File: src/design/atsmp_ram.sv
// atsmp_ram: simple dual-port ram, one write and one registered read port
// generic storage; no package dependencies

module atsmp_ram #(
    parameter int WIDTH = 8,
    parameter int DEPTH = 16,
    parameter int AW    = $clog2(DEPTH)
) (
    input  logic             clk,
    input  logic             we,
    input  logic [AW-1:0]    waddr,
    input  logic [WIDTH-1:0] wdata,
    input  logic [AW-1:0]    raddr,
    output logic [WIDTH-1:0] rdata
);

    logic [WIDTH-1:0] mem [DEPTH];

    always_ff @(posedge clk)
    begin
        if (we)
        begin
            mem[waddr] <= wdata;
        end
        rdata <= mem[raddr];
    end

endmodule

File: config.mk
export PLATFORM = sky130hd
export DESIGN_NAME = atsmp_ram
export DESIGN_NICKNAME = d
export VERILOG_FILES = /design/src/design/atsmp_ram.sv
export SDC_FILE = /design/constraint.sdc
export NUM_CORES = 1
export LEC_CHECK = 0
export ABC_CLOCK_PERIOD_IN_PS = 2700
export BUFFER_PORTS_ARGS = -buffer_cell sky130_fd_sc_hd__buf_2
export CAP_MARGIN = 20
export CELL_PAD_IN_SITES_DETAIL_PLACEMENT = 1
export CELL_PAD_IN_SITES_GLOBAL_PLACEMENT = 1
export CORE_UTILIZATION = 40
export DETAILED_ROUTE_END_ITERATION = 10
export GPL_ROUTABILITY_DRIVEN = 0
export HOLD_SLACK_MARGIN = 0.06
export PLACE_DENSITY = 0.59
export SLEW_MARGIN = 10
export SYNTH_ARGS = -nofsm -noshare
export SYNTH_HDL_FRONTEND = slang
export SYNTH_SLANG_ARGS = --single-unit
File: constraint.sdc
create_clock -name clk -period 2.7 [get_ports clk]
set_clock_uncertainty 0.15 [all_clocks]
set_input_delay 0.54 -clock clk [delete_from_list [all_inputs] [get_ports clk]]
set_output_delay 0.54 -clock clk [all_outputs]
set_load 0.01 [all_outputs]
=== Word-level counts from Yosys, hierarchy flattened ===
Memory sizes are Yosys's and may differ from the RTL's. A register that Yosys moved wholly into a read port is not among the register bits.
Cells that the tools add are included.

* Muxes and demuxes: 2

{| class="wikitable"
|+ Operators by type and width
! operator !! count
|-
| $mux 1 || 2
|}

* Flip-flop bits (word level): 0
* Memory bits (writable): 128
* Bits of input ports: 18
* Output and inout bits: 8
* Memories kept: 1

{| class="wikitable"
|+ Memories
! name !! words !! bits a word !! read ports !! clocked after memory_dff !! wr ports !! RTL line !! RTL
|-
| mem || 16 || 8 || 1 || 1 || 1 || 17 || <nowiki>logic [WIDTH-1:0] mem [DEPTH];</nowiki>
|}

=== Depth between registers and ports, before layout ===
* Depth after elaboration: 2
* Mapped depth: 5

=== Worst setup path after synthesis ===
No wires, ideal clock.

* Kind: input to register
* Start: input port waddr[2]
* End: memory mem[0][0], enable pin
* Arrival: 1.650 ns
* Data required time: 2.167 ns
* Path slack: 0.517 ns
* Stages on the path: 2
* Cells stage by stage: or3b_2 > nor3_1

{| class="wikitable"
|+ RTL lines
! item !! RTL line !! RTL
|-
| start: declaration || 11 || <nowiki>input logic [AW-1:0] waddr,</nowiki>
|-
| end: declaration || 17 ||
|}

No word-level cell before the write port.

==> summary.txt <==
Outcome
  – Status: complete, but fails checks
  – Failing checks: design-rule violations

Die
  – Row cnt: 41
  – Core box area: 12600 µm²
  – Die X: 115 µm
  – Chip height: 115 µm
  – Die area: 13300 µm²
  – IO Pins: 26
  – Starting Density: 41.0%

Drt
  – Drt initial violations: 152
  – Vias/cell: 5.20
  – Via count: 2440
  – Drt pass-1 iters: 7
  – Post-route antenna net violation count: 0
  – Drt total wl: 10.9 mm
  – DRC: 2
  – WL per Instance: 23.3 µm

GRT
  – M2 GR Usage: 27.2%
  – GRT Residual Overflow: 0
  – Met3 Track Usage GR: 4.29%
  – Tot GR Track Use: 18.4%
  – Initial antenna violation count: 0
  – GR Util met1: 25.6%
  – Vias in the first global route: 2526
  – Pin count of the biggest net entering global routing: 19
  – Gr busiest metal: met2
  – First-pass GRT wire length: 16.3 mm

Power and ir drop
  – Sw Share: 20.0%
  – Combinational share of power: 4.5%
  – Seq pwr share: 46.4%
  – Pwr dens: 820 nW/µm²
  – Sw Pwr: 1020 µW
  – Cell Int Power: 4100 µW
  – Leak pwr: 0.00212 µW
  – Clock power share: 49.1%
  – PnR Total Power: 5120 µW
  – Peak VDD IR: 0.404 mV

Critical path
  – Critical path endpoint category: register
  – Maximum net fanout on the critical path: 14
  – Nature of the critical path startpoint: input pin
  – Crit path required time: 2840 ps
  – Arr. time, crit path: 2050 ps
  – Kind of critical path: input pin to register

Min path
  – Hold Crit Class: input pin to register

Timing
  – RSZ-0062 raised after global routing: false
  – Max-slew violations: 0
  – Hold Slack: 364 ps
  – FMAX: 525 MHz
  – Fin. Hold Viols: 0
  – Slew margin rel.: 66.0%
  – Fin Setup TNS: 0 ps
  – Worst-Margin Slew: 510 ps
  – Minimum clock period: 1900 ps
  – Final Setup Violations: 0
  – Final cycle utilization of the critical path: 70.5%

Clock tree
  – H-tree Lvls: 4
  – CTS tree: built
  – Post-cts hold buffer count: 0
  – Clock Latency Late Sink: 420 ps
  – Worst-path clk slew: 60 ps
  – Post-CTS Setup Inserts: 0
  – Inserted Clock Buffers: 17
  – # clock sinks: 136
  – Clock Path Buffers: 2
  – Post-CTS sizing: 0
  – Root buf cell: clkbuf_16

Layout
  – FF/Latch Area: 4000 µm²
  – Layout cells sized above 1: 32.3%
  – Area occupied by multi-input gates: 1060 µm²
  – Final net count: 302
  – Diodes inserted: 0
  – Fill cells: 1146
  – Finished Core Util: 49.7%
  – Area grow syn2layout: 21.3%

Placed design
  – Detailed Place HPWL: 7.16 mm
  – IO Port Bufs: 25

Synth
  – Yosys reg bits: 136
  – Syn Inst Count: 229
  – Post-synthesis sequential area ratio: 77.8%
  – Synth cell types: 19
  – Avg Inst Size Synth: 22.5 µm²
  – Syn Nets: 247
  – YS warnings: 0
  – Cell Area, Synth: 5150 µm²

Run
  – Max_cap viols: 0
-- final timing paths --
kind                                           start             endpoint  slack, ps  depth (start not counted)
worst max-delay path                        raddr[0]     rdata[1]$_DFF_P_        800                          5
worst max register to register  mem[11][6]$_DFFE_PP_     rdata[6]$_DFF_P_       1150                          3
worst min register to register   mem[4][2]$_DFFE_PP_     rdata[2]$_DFF_P_        520                          3
worst min-delay path                        wdata[1]  mem[8][1]$_DFFE_PP_        360                          1
-- power groups by stage --
stage	logic, µW	registers [µW]	clock network [µW]
2_1_floorplan	120	2420	0
3_3_place_gp	230	2420	0
3_5_place_dp	235	2420	0
4_1_cts	237	2380	2550
5_1_grt	251	2380	2640
6_report	231	2380	2510
-- state kept, by name, indices dropped and copies added (netlist names) --
name   cells
mem      128
rdata      8
-- cells in the mapped netlist, drive strengths merged --
library cell / n / area [µm²]
a22oi: 16 / 120
and2: 1 / 6.26
and2b: 1 / 7.51
buf: 7 / 56.3
clkdlybuf4s25: 3 / 30.0
dfxtp: 8 / 160
edfxtp: 128 / 3840
mux4: 32 / 773
nand2: 9 / 33.8
nand2b: 2 / 12.5
nand3: 1 / 5.00
nand3b: 2 / 15.0
nor2: 13 / 48.8
nor2b: 1 / 6.26
nor3: 4 / 20.0
or3b: 1 / 8.76
-- logic make-up after synthesis --
family                 count (synthesis)  share of synthesized area [%]
AO/OA/AOI/OAI                         16                           2.33
AND/OR/NAND/NOR                       35                           3.18
buffers and inverters                 10                           1.68
multiplexers                          32                           15.0
flip-flops                           136                           77.8
-- cell type report --
type / count / share of cell area, %
multi-input cells: 83 / 16.9
repair buffers: 46 / 5.13
clock inverters: 15 / 3.59
well taps: 172 / 3.45
clock buffers: 17 / 6.81
flip-flops and latches: 136 / 64.1
-- through the flow --
| step | cells | setup slack [ps] | area (µm²) |
|---|---|---|---|
| after floorplan | 229 | 517 | 5150 |
| after global placement | 437 | 368 | 5600 |
| after detailed placement | 437 | 337 | 5600 |
| after CTS | 469 | 781 | 6250 |
| after global routing | 469 | 711 | 6250 |
| final | 469 | 796 | 6250 |
-- placed cells by master (no fill, tap or decap) --
master | synthesis | final
edfxtp_1 | 128 | 128
buf_2 | 3 | 25
mux4_2 | 18 | 18
buf_4 | 1 | 18
clkbuf_16 | 0 | 17
a22oi_1 | 16 | 16
mux4_1 | 14 | 14
nor2_1 | 13 | 13
nand2_1 | 9 | 9
dfxtp_1 | 8 | 8
bufinv_16 | 0 | 5
nor3_1 | 4 | 4
clkinvlp_4 | 0 | 4
buf_12 | 0 | 3
nand3b_1 | 2 | 2
nand2b_1 | 2 | 2
inv_6 | 0 | 2
clkinv_4 | 0 | 2
nor2b_1 | 1 | 1
and2_1 | 1 | 1
and2b_1 | 1 | 1
nand3_1 | 1 | 1
or3b_2 | 1 | 1
clkinv_2 | 0 | 1
clkinv_1 | 0 | 1
-- worst max-delay path, stage by stage --
cell and delay [ps]:
buf_2 310, buf_12 220, mux4_1 580, a22oi_1 290, nand2_1 100
-- routing by layer --
metal | up-vias | part of all wire, %
li1 | 1090 | -
met1 | 1260 | 47
met2 | 69 | 47
met3 | 21 | 4.0
met4 | 0 | 2.7
met5 | - | 0
(Power assumes the default switching activity.)
