===== config.mk =====
export PLATFORM = sky130hd
export DESIGN_NAME = atsmp_mul
export DESIGN_NICKNAME = d
export VERILOG_FILES = /design/src/design/atsmp_pkg.sv /design/src/design/atsmp_mul.sv
export SDC_FILE = /design/constraint.sdc
export NUM_CORES = 1
export LEC_CHECK = 0
export BUFFER_PORTS_ARGS = -buffer_cell sky130_fd_sc_hd__buf_2
export CAP_MARGIN = 20
export CORE_ASPECT_RATIO = 1.1
export CORE_MARGIN = 1.5
export CORE_UTILIZATION = 51
export DETAILED_ROUTE_END_ITERATION = 12
export GPL_TIMING_DRIVEN = 0
export PLACE_DENSITY = 0.72
export SLEW_MARGIN = 20
export SYNTH_ARGS = -nofsm -noshare
export SYNTH_HDL_FRONTEND = slang
export SYNTH_SLANG_ARGS = --single-unit

===== constraint.sdc =====
create_clock -name vclk -period 6
set_clock_uncertainty 0.2 [all_clocks]
set_input_delay 0.3 -clock vclk [all_inputs]
set_output_delay 0.3 -clock vclk [all_outputs]
set_load 0.01 [all_outputs]

===== src/design/atsmp_pkg.sv =====
// atsmp_pkg: shared types and constants for the alias table sampler
// no dependencies; imported by atsmp_mul and alias_table_sampler

package atsmp_pkg;

    localparam int MAX_OUTCOMES = 1024;
    localparam int SLOTS        = MAX_OUTCOMES + 2;
    localparam int SLOT_W       = $clog2(SLOTS);
    localparam int N_W          = 11;
    localparam int FRAC_W       = 32;
    localparam int TH_W         = FRAC_W + 12;
    localparam int PROB_W       = 33;
    localparam int RAND_W       = 32;
    localparam int PROD_W       = PROB_W + N_W;

    localparam logic [TH_W-1:0] TH_ONE = TH_W'(1) << FRAC_W;
    localparam logic [TH_W-1:0] TH_TWO = TH_W'(2) << FRAC_W;
    localparam logic [TH_W-1:0] TH_MAX = (TH_W'(1) << (TH_W - 1)) - TH_W'(1);

    typedef enum logic [1:0] {
        ACT_LOAD   = 2'd0,
        ACT_BUILD  = 2'd1,
        ACT_SAMPLE = 2'd2,
        ACT_NONE   = 2'd3
    } act_t;

    localparam logic [1:0] ST_OK        = 2'd0;
    localparam logic [1:0] ST_NOT_BUILT = 2'd1;
    localparam logic [1:0] ST_BAD_INDEX = 2'd2;

    typedef enum logic [4:0] {
        S_IDLE,
        S_LD,
        S_SM_MUL,
        S_SM_RD,
        S_SM_OUT,
        S_INIT,
        S_I_CHK,
        S_I_WO,
        S_I_TH,
        S_J_CHK,
        S_J_WO,
        S_J_TH,
        S_P1_END,
        S_SWAP2,
        S_Q_TOP,
        S_Q_JCHK,
        S_Q_JWO,
        S_Q_JTH,
        S_Q_IWO,
        S_Q_ITH,
        S_Q_UPD,
        S_Q_SW2
    } state_t;

endpackage


===== src/design/atsmp_mul.sv =====
// atsmp_mul: shared multiplier scaling a q1.32 operand by the outcome count
// depends on atsmp_pkg

module atsmp_mul
    import atsmp_pkg::*;
(
    input  logic [PROB_W-1:0] a,
    input  logic [N_W-1:0]    n,
    output logic [PROD_W-1:0] p
);

    assign p = PROD_W'(a) * PROD_W'(n);

endmodule


Yosys cells after proc, flatten, opt, wreduce, memory -nomap -nowiden --
Index checks and enable logic that the tools add are counted.
Operators by class: add/sub/neg operators 0, multipliers 1, div/mod/pow operators 0, magnitude comparators 0, equal/unequal tests 0, shift-type cells 0, multiplexer cells 0, bitwise operators 0, reduce and logical (&&, ||, !) cells 0
Operators with widths (count):
- multiplier 33 x 11 -> 44 bit | 1
Word-level totals: flip-flop bits (word level) 0, latch bits 0, RAM bits 0, memory bits (read-only) 0, bits of input ports 44, output and inout port bits 44, word-level logic and storage cells 1, memories kept 0

Logic depth before layout (Yosys ltp) --
word-level depth 1, depth in mapped cells 22, gate-level depth less buffers 20

Worst setup path after synthesis --
No wires, ideal clock.
path type input -> output, start point in n[2], end point out p[32], arrival time 5.197 ns, path slack 0.303 ns, cell stages on the path 21, path buffers 1, cells stage by stage clkbuf_1 -> nand2_1 -> fa_1 -> inv_1 -> fa_1 -> inv_1 -> fa_1 -> inv_1 -> fa_1 -> inv_1 -> fa_1 -> inv_1 -> ha_1 -> a21oi_1 -> o211ai_2 -> a21boi_2 -> o21ai_2 -> a311oi_4 -> o31a_1 -> o211a_4 -> xnor2_1
Between the ends: cells in the longest elaborated chain, start to end 1
Ends and longest elaborated chain:
- start, declared | RTL line atsmp_mul.sv:8 | input logic [N_W-1:0] n,
- multiplier 33 x 11 -> 44 bit | RTL line atsmp_mul.sv:12 | assign p = PROD_W'(a) * PROD_W'(n);
- end, declared | RTL line atsmp_mul.sv:9 | output logic [PROD_W-1:0] p
Every way passes these cells.

Final worst setup path --
start point in a[9], end point out p[36]
Between the ends: cells in the longest elaborated chain, start to end 1
Ends and longest elaborated chain:
- start, declared | RTL line atsmp_mul.sv:7 | input logic [PROB_W-1:0] a,
- multiplier 33 x 11 -> 44 bit | RTL line atsmp_mul.sv:12
Every way passes these cells.

==> out/metrics.cfg <==
[placed_design]
dp_cells = 1743
dpl.hpwl_microns = 25800
numPortBuffers = 88
gp_congestion = 0.929
dp_slack_ps = -876

[synthesis]
synth_top_area_share_pct = 48.2
avgSynthCellArea_sq_um = 8.49
synth_nets = 1764
synth_top_area_cell = fa_1
ys_warn_count = 0
yosysUniqueCellTypes = 59
seq_area_frac_synth_pct = 0
synthCells = 1360
synth_area_sq_mm = 0.0115
yosys-top-cells-area = fa_1 (48%), inv_1 (9.3%), ha_1 (8.9%), and2_1 (8.1%), nand2_1 (7.7%)

[floorplan]
die_w_microns = 146
io_pins = 88
core_sq_mm = 0.0222
initial_core_util_pct = 52.1
dieArea_sq_mm = 0.0236
die_height_microns = 161
rows = 57

[setup_path]
cp_max_fo = 10
slowest_stage = fa_1
start_kind = primary input
path_class = in2out
end_kind = output port
max_stage_delay_ps = 570
crit_required_ps = 5500
cp_num_buf_inv = 6
cp_top_family = adder cells
path_common_cell = fa_1
crit_arrival_ps = 5410
crit_chain = buf_2 -> buf_8 -> nand2_1 -> fa_1 -> inv_1 -> fa_1 -> inv_1 -> fa_1 -> fa_1 -> fa_1 -> inv_1 -> ha_4 -> o211ai_1 -> nor2_2 -> a21boi_2 -> o21ai_2 -> a311oi_4 -> o31a_1 -> o211a_4 -> o211ai_2 -> buf_2

[sta]
finalCritPeriodShare_pct = 98.4
hold_viol = 0
min_period_ps = 5910
final-setup-viol-count = 0
slew_headroom_pct = 52.8
worst_pin_slew_ps = 708
slew_violations = 0
timing.fmax_ghz = 0.169
rsz0062_at_grt = yes
setup_ws_ps = 94.9

[final_layout]
nFlopsAndLatches = 0
n_clock_buffer = 0
nFillCells = 1924
stdcell_count = 1752
antenna_cells = 0
seqCellArea_sq_um = 0
final_nets = 1863
drive_above_1_share_pct = 17.8
area_delta_synth_final_pct = 16.0

[route]
via_per_inst = 5.43
vias = 9518
drt_iter0_markers = 548
wl_per_cell_microns = 17.8
firstDrtPassIters = 5
ant_nets = 0
finalWirelength_microns = 31200
drc_errors = 0

[global_routing]
antenna_found_initial = 0
grt_pass1_wl_microns = 52200
grt-ovfl-total = 0
track_usage_pct = 27.9
grt_pass1_vias = 10300
grt_max_degree = 12

[cts]
holdBufCountCts = 0

[run]
cap_violations = 0

[worst_hold_path]
hp-class = in2out

[run_status]
status = finished clean

-- through the flow --
step	hold slack, ps	util [%]	TNS [ps]	cell area (sq um)
floorplan	544	-	0	11500
global placement	732	55.7	-12610	12400
detailed placement	726	55.7	-14400	12400
CTS	727	58.5	0	13000
global route	804	60.4	-685	13400
finish	770	60.4	0	13400
-- cell type report --
cell class         instances  area [sq um]  share of cell area (%)
plain buffers             60           642                    4.79
repair buffers           122           813                    6.07
inverters                285          1070                    8.00
multi-input cells        990         10500                    78.4
well taps                295           369                    2.75
-- metal layers --
| layer | track usage (%) | wire, microns | vias to the layer above |
|---|---|---|---|
| met4 | 8.36 | 1140 | 0 |
| met5 | 0 | 0 | - |
| li1 | - | - | 4241 |
| met3 | 1.88 | 1870 | 74 |
| met1 | 36.1 | 12600 | 4848 |
| met2 | 50.2 | 15600 | 355 |
-- what timing repair did --
action	in CTS	in global routing
pin swaps	22	45
setup endpoints to repair	29	18
resized for setup	152	112
buffers inserted	16	18
gates cloned	0	1
-- cell usage in the layout (no fill, tap or decap), types with 10 or more instances in the layout --
master,count
inv_1,282
fa_1,271
nand2_1,232
and2_1,148
buf_2,81
ha_1,73
buf_4,36
a21oi_1,33
xnor2_1,23
buf_6,19
o21ai_0,17
nor2_1,15
a21o_1,15
xor2_1,14
nand4_1,13
clkbuf_1,10
a21oi_2,10
-- path summary, 6_finish.rpt --
check | from | end | slack [ps] | cells after the start
min | n[0] | p[0] | 770 | 3
max | a[9] | p[36] | 90 | 21
-- cells in the mapped netlist, types with 3 or more instances --
| library cell | instances |
|---|---|
| a21oi_1 | 46 |
| o2111ai_1 | 3 |
| xnor2_1 | 23 |
| ha_1 | 82 |
| clkbuf_1 | 72 |
| o211ai_2 | 3 |
| nand3_1 | 10 |
| o31ai_1 | 3 |
| o21ai_0 | 27 |
| xor2_1 | 14 |
| and2_1 | 150 |
| nor2_1 | 17 |
| or3_1 | 3 |
| inv_1 | 285 |
| a31oi_1 | 6 |
| clkbuf_2 | 3 |
| nor2b_1 | 5 |
| fa_1 | 278 |
| clkbuf_8 | 3 |
| nand2b_1 | 4 |
| nor3_1 | 7 |
| o21a_1 | 7 |
| buf_2 | 4 |
| nand2_1 | 237 |
| nand4_1 | 13 |
| a21o_1 | 15 |
-- cells by family after synthesis --
logic type	after synthesis	synth area share, %
and+or+nand+nor	453	19.0
muxes	1	0.0867
AOI/OAI and AO/OA	139	8.54
xor gates and xnor gates	37	2.81
buffers and inverters	370	12.5
adders and majority gates	360	57.1
Power is left out: the tool's default activity adds up to more than one toggle a clock period on the data nets, which glitch-free logic cannot reach.
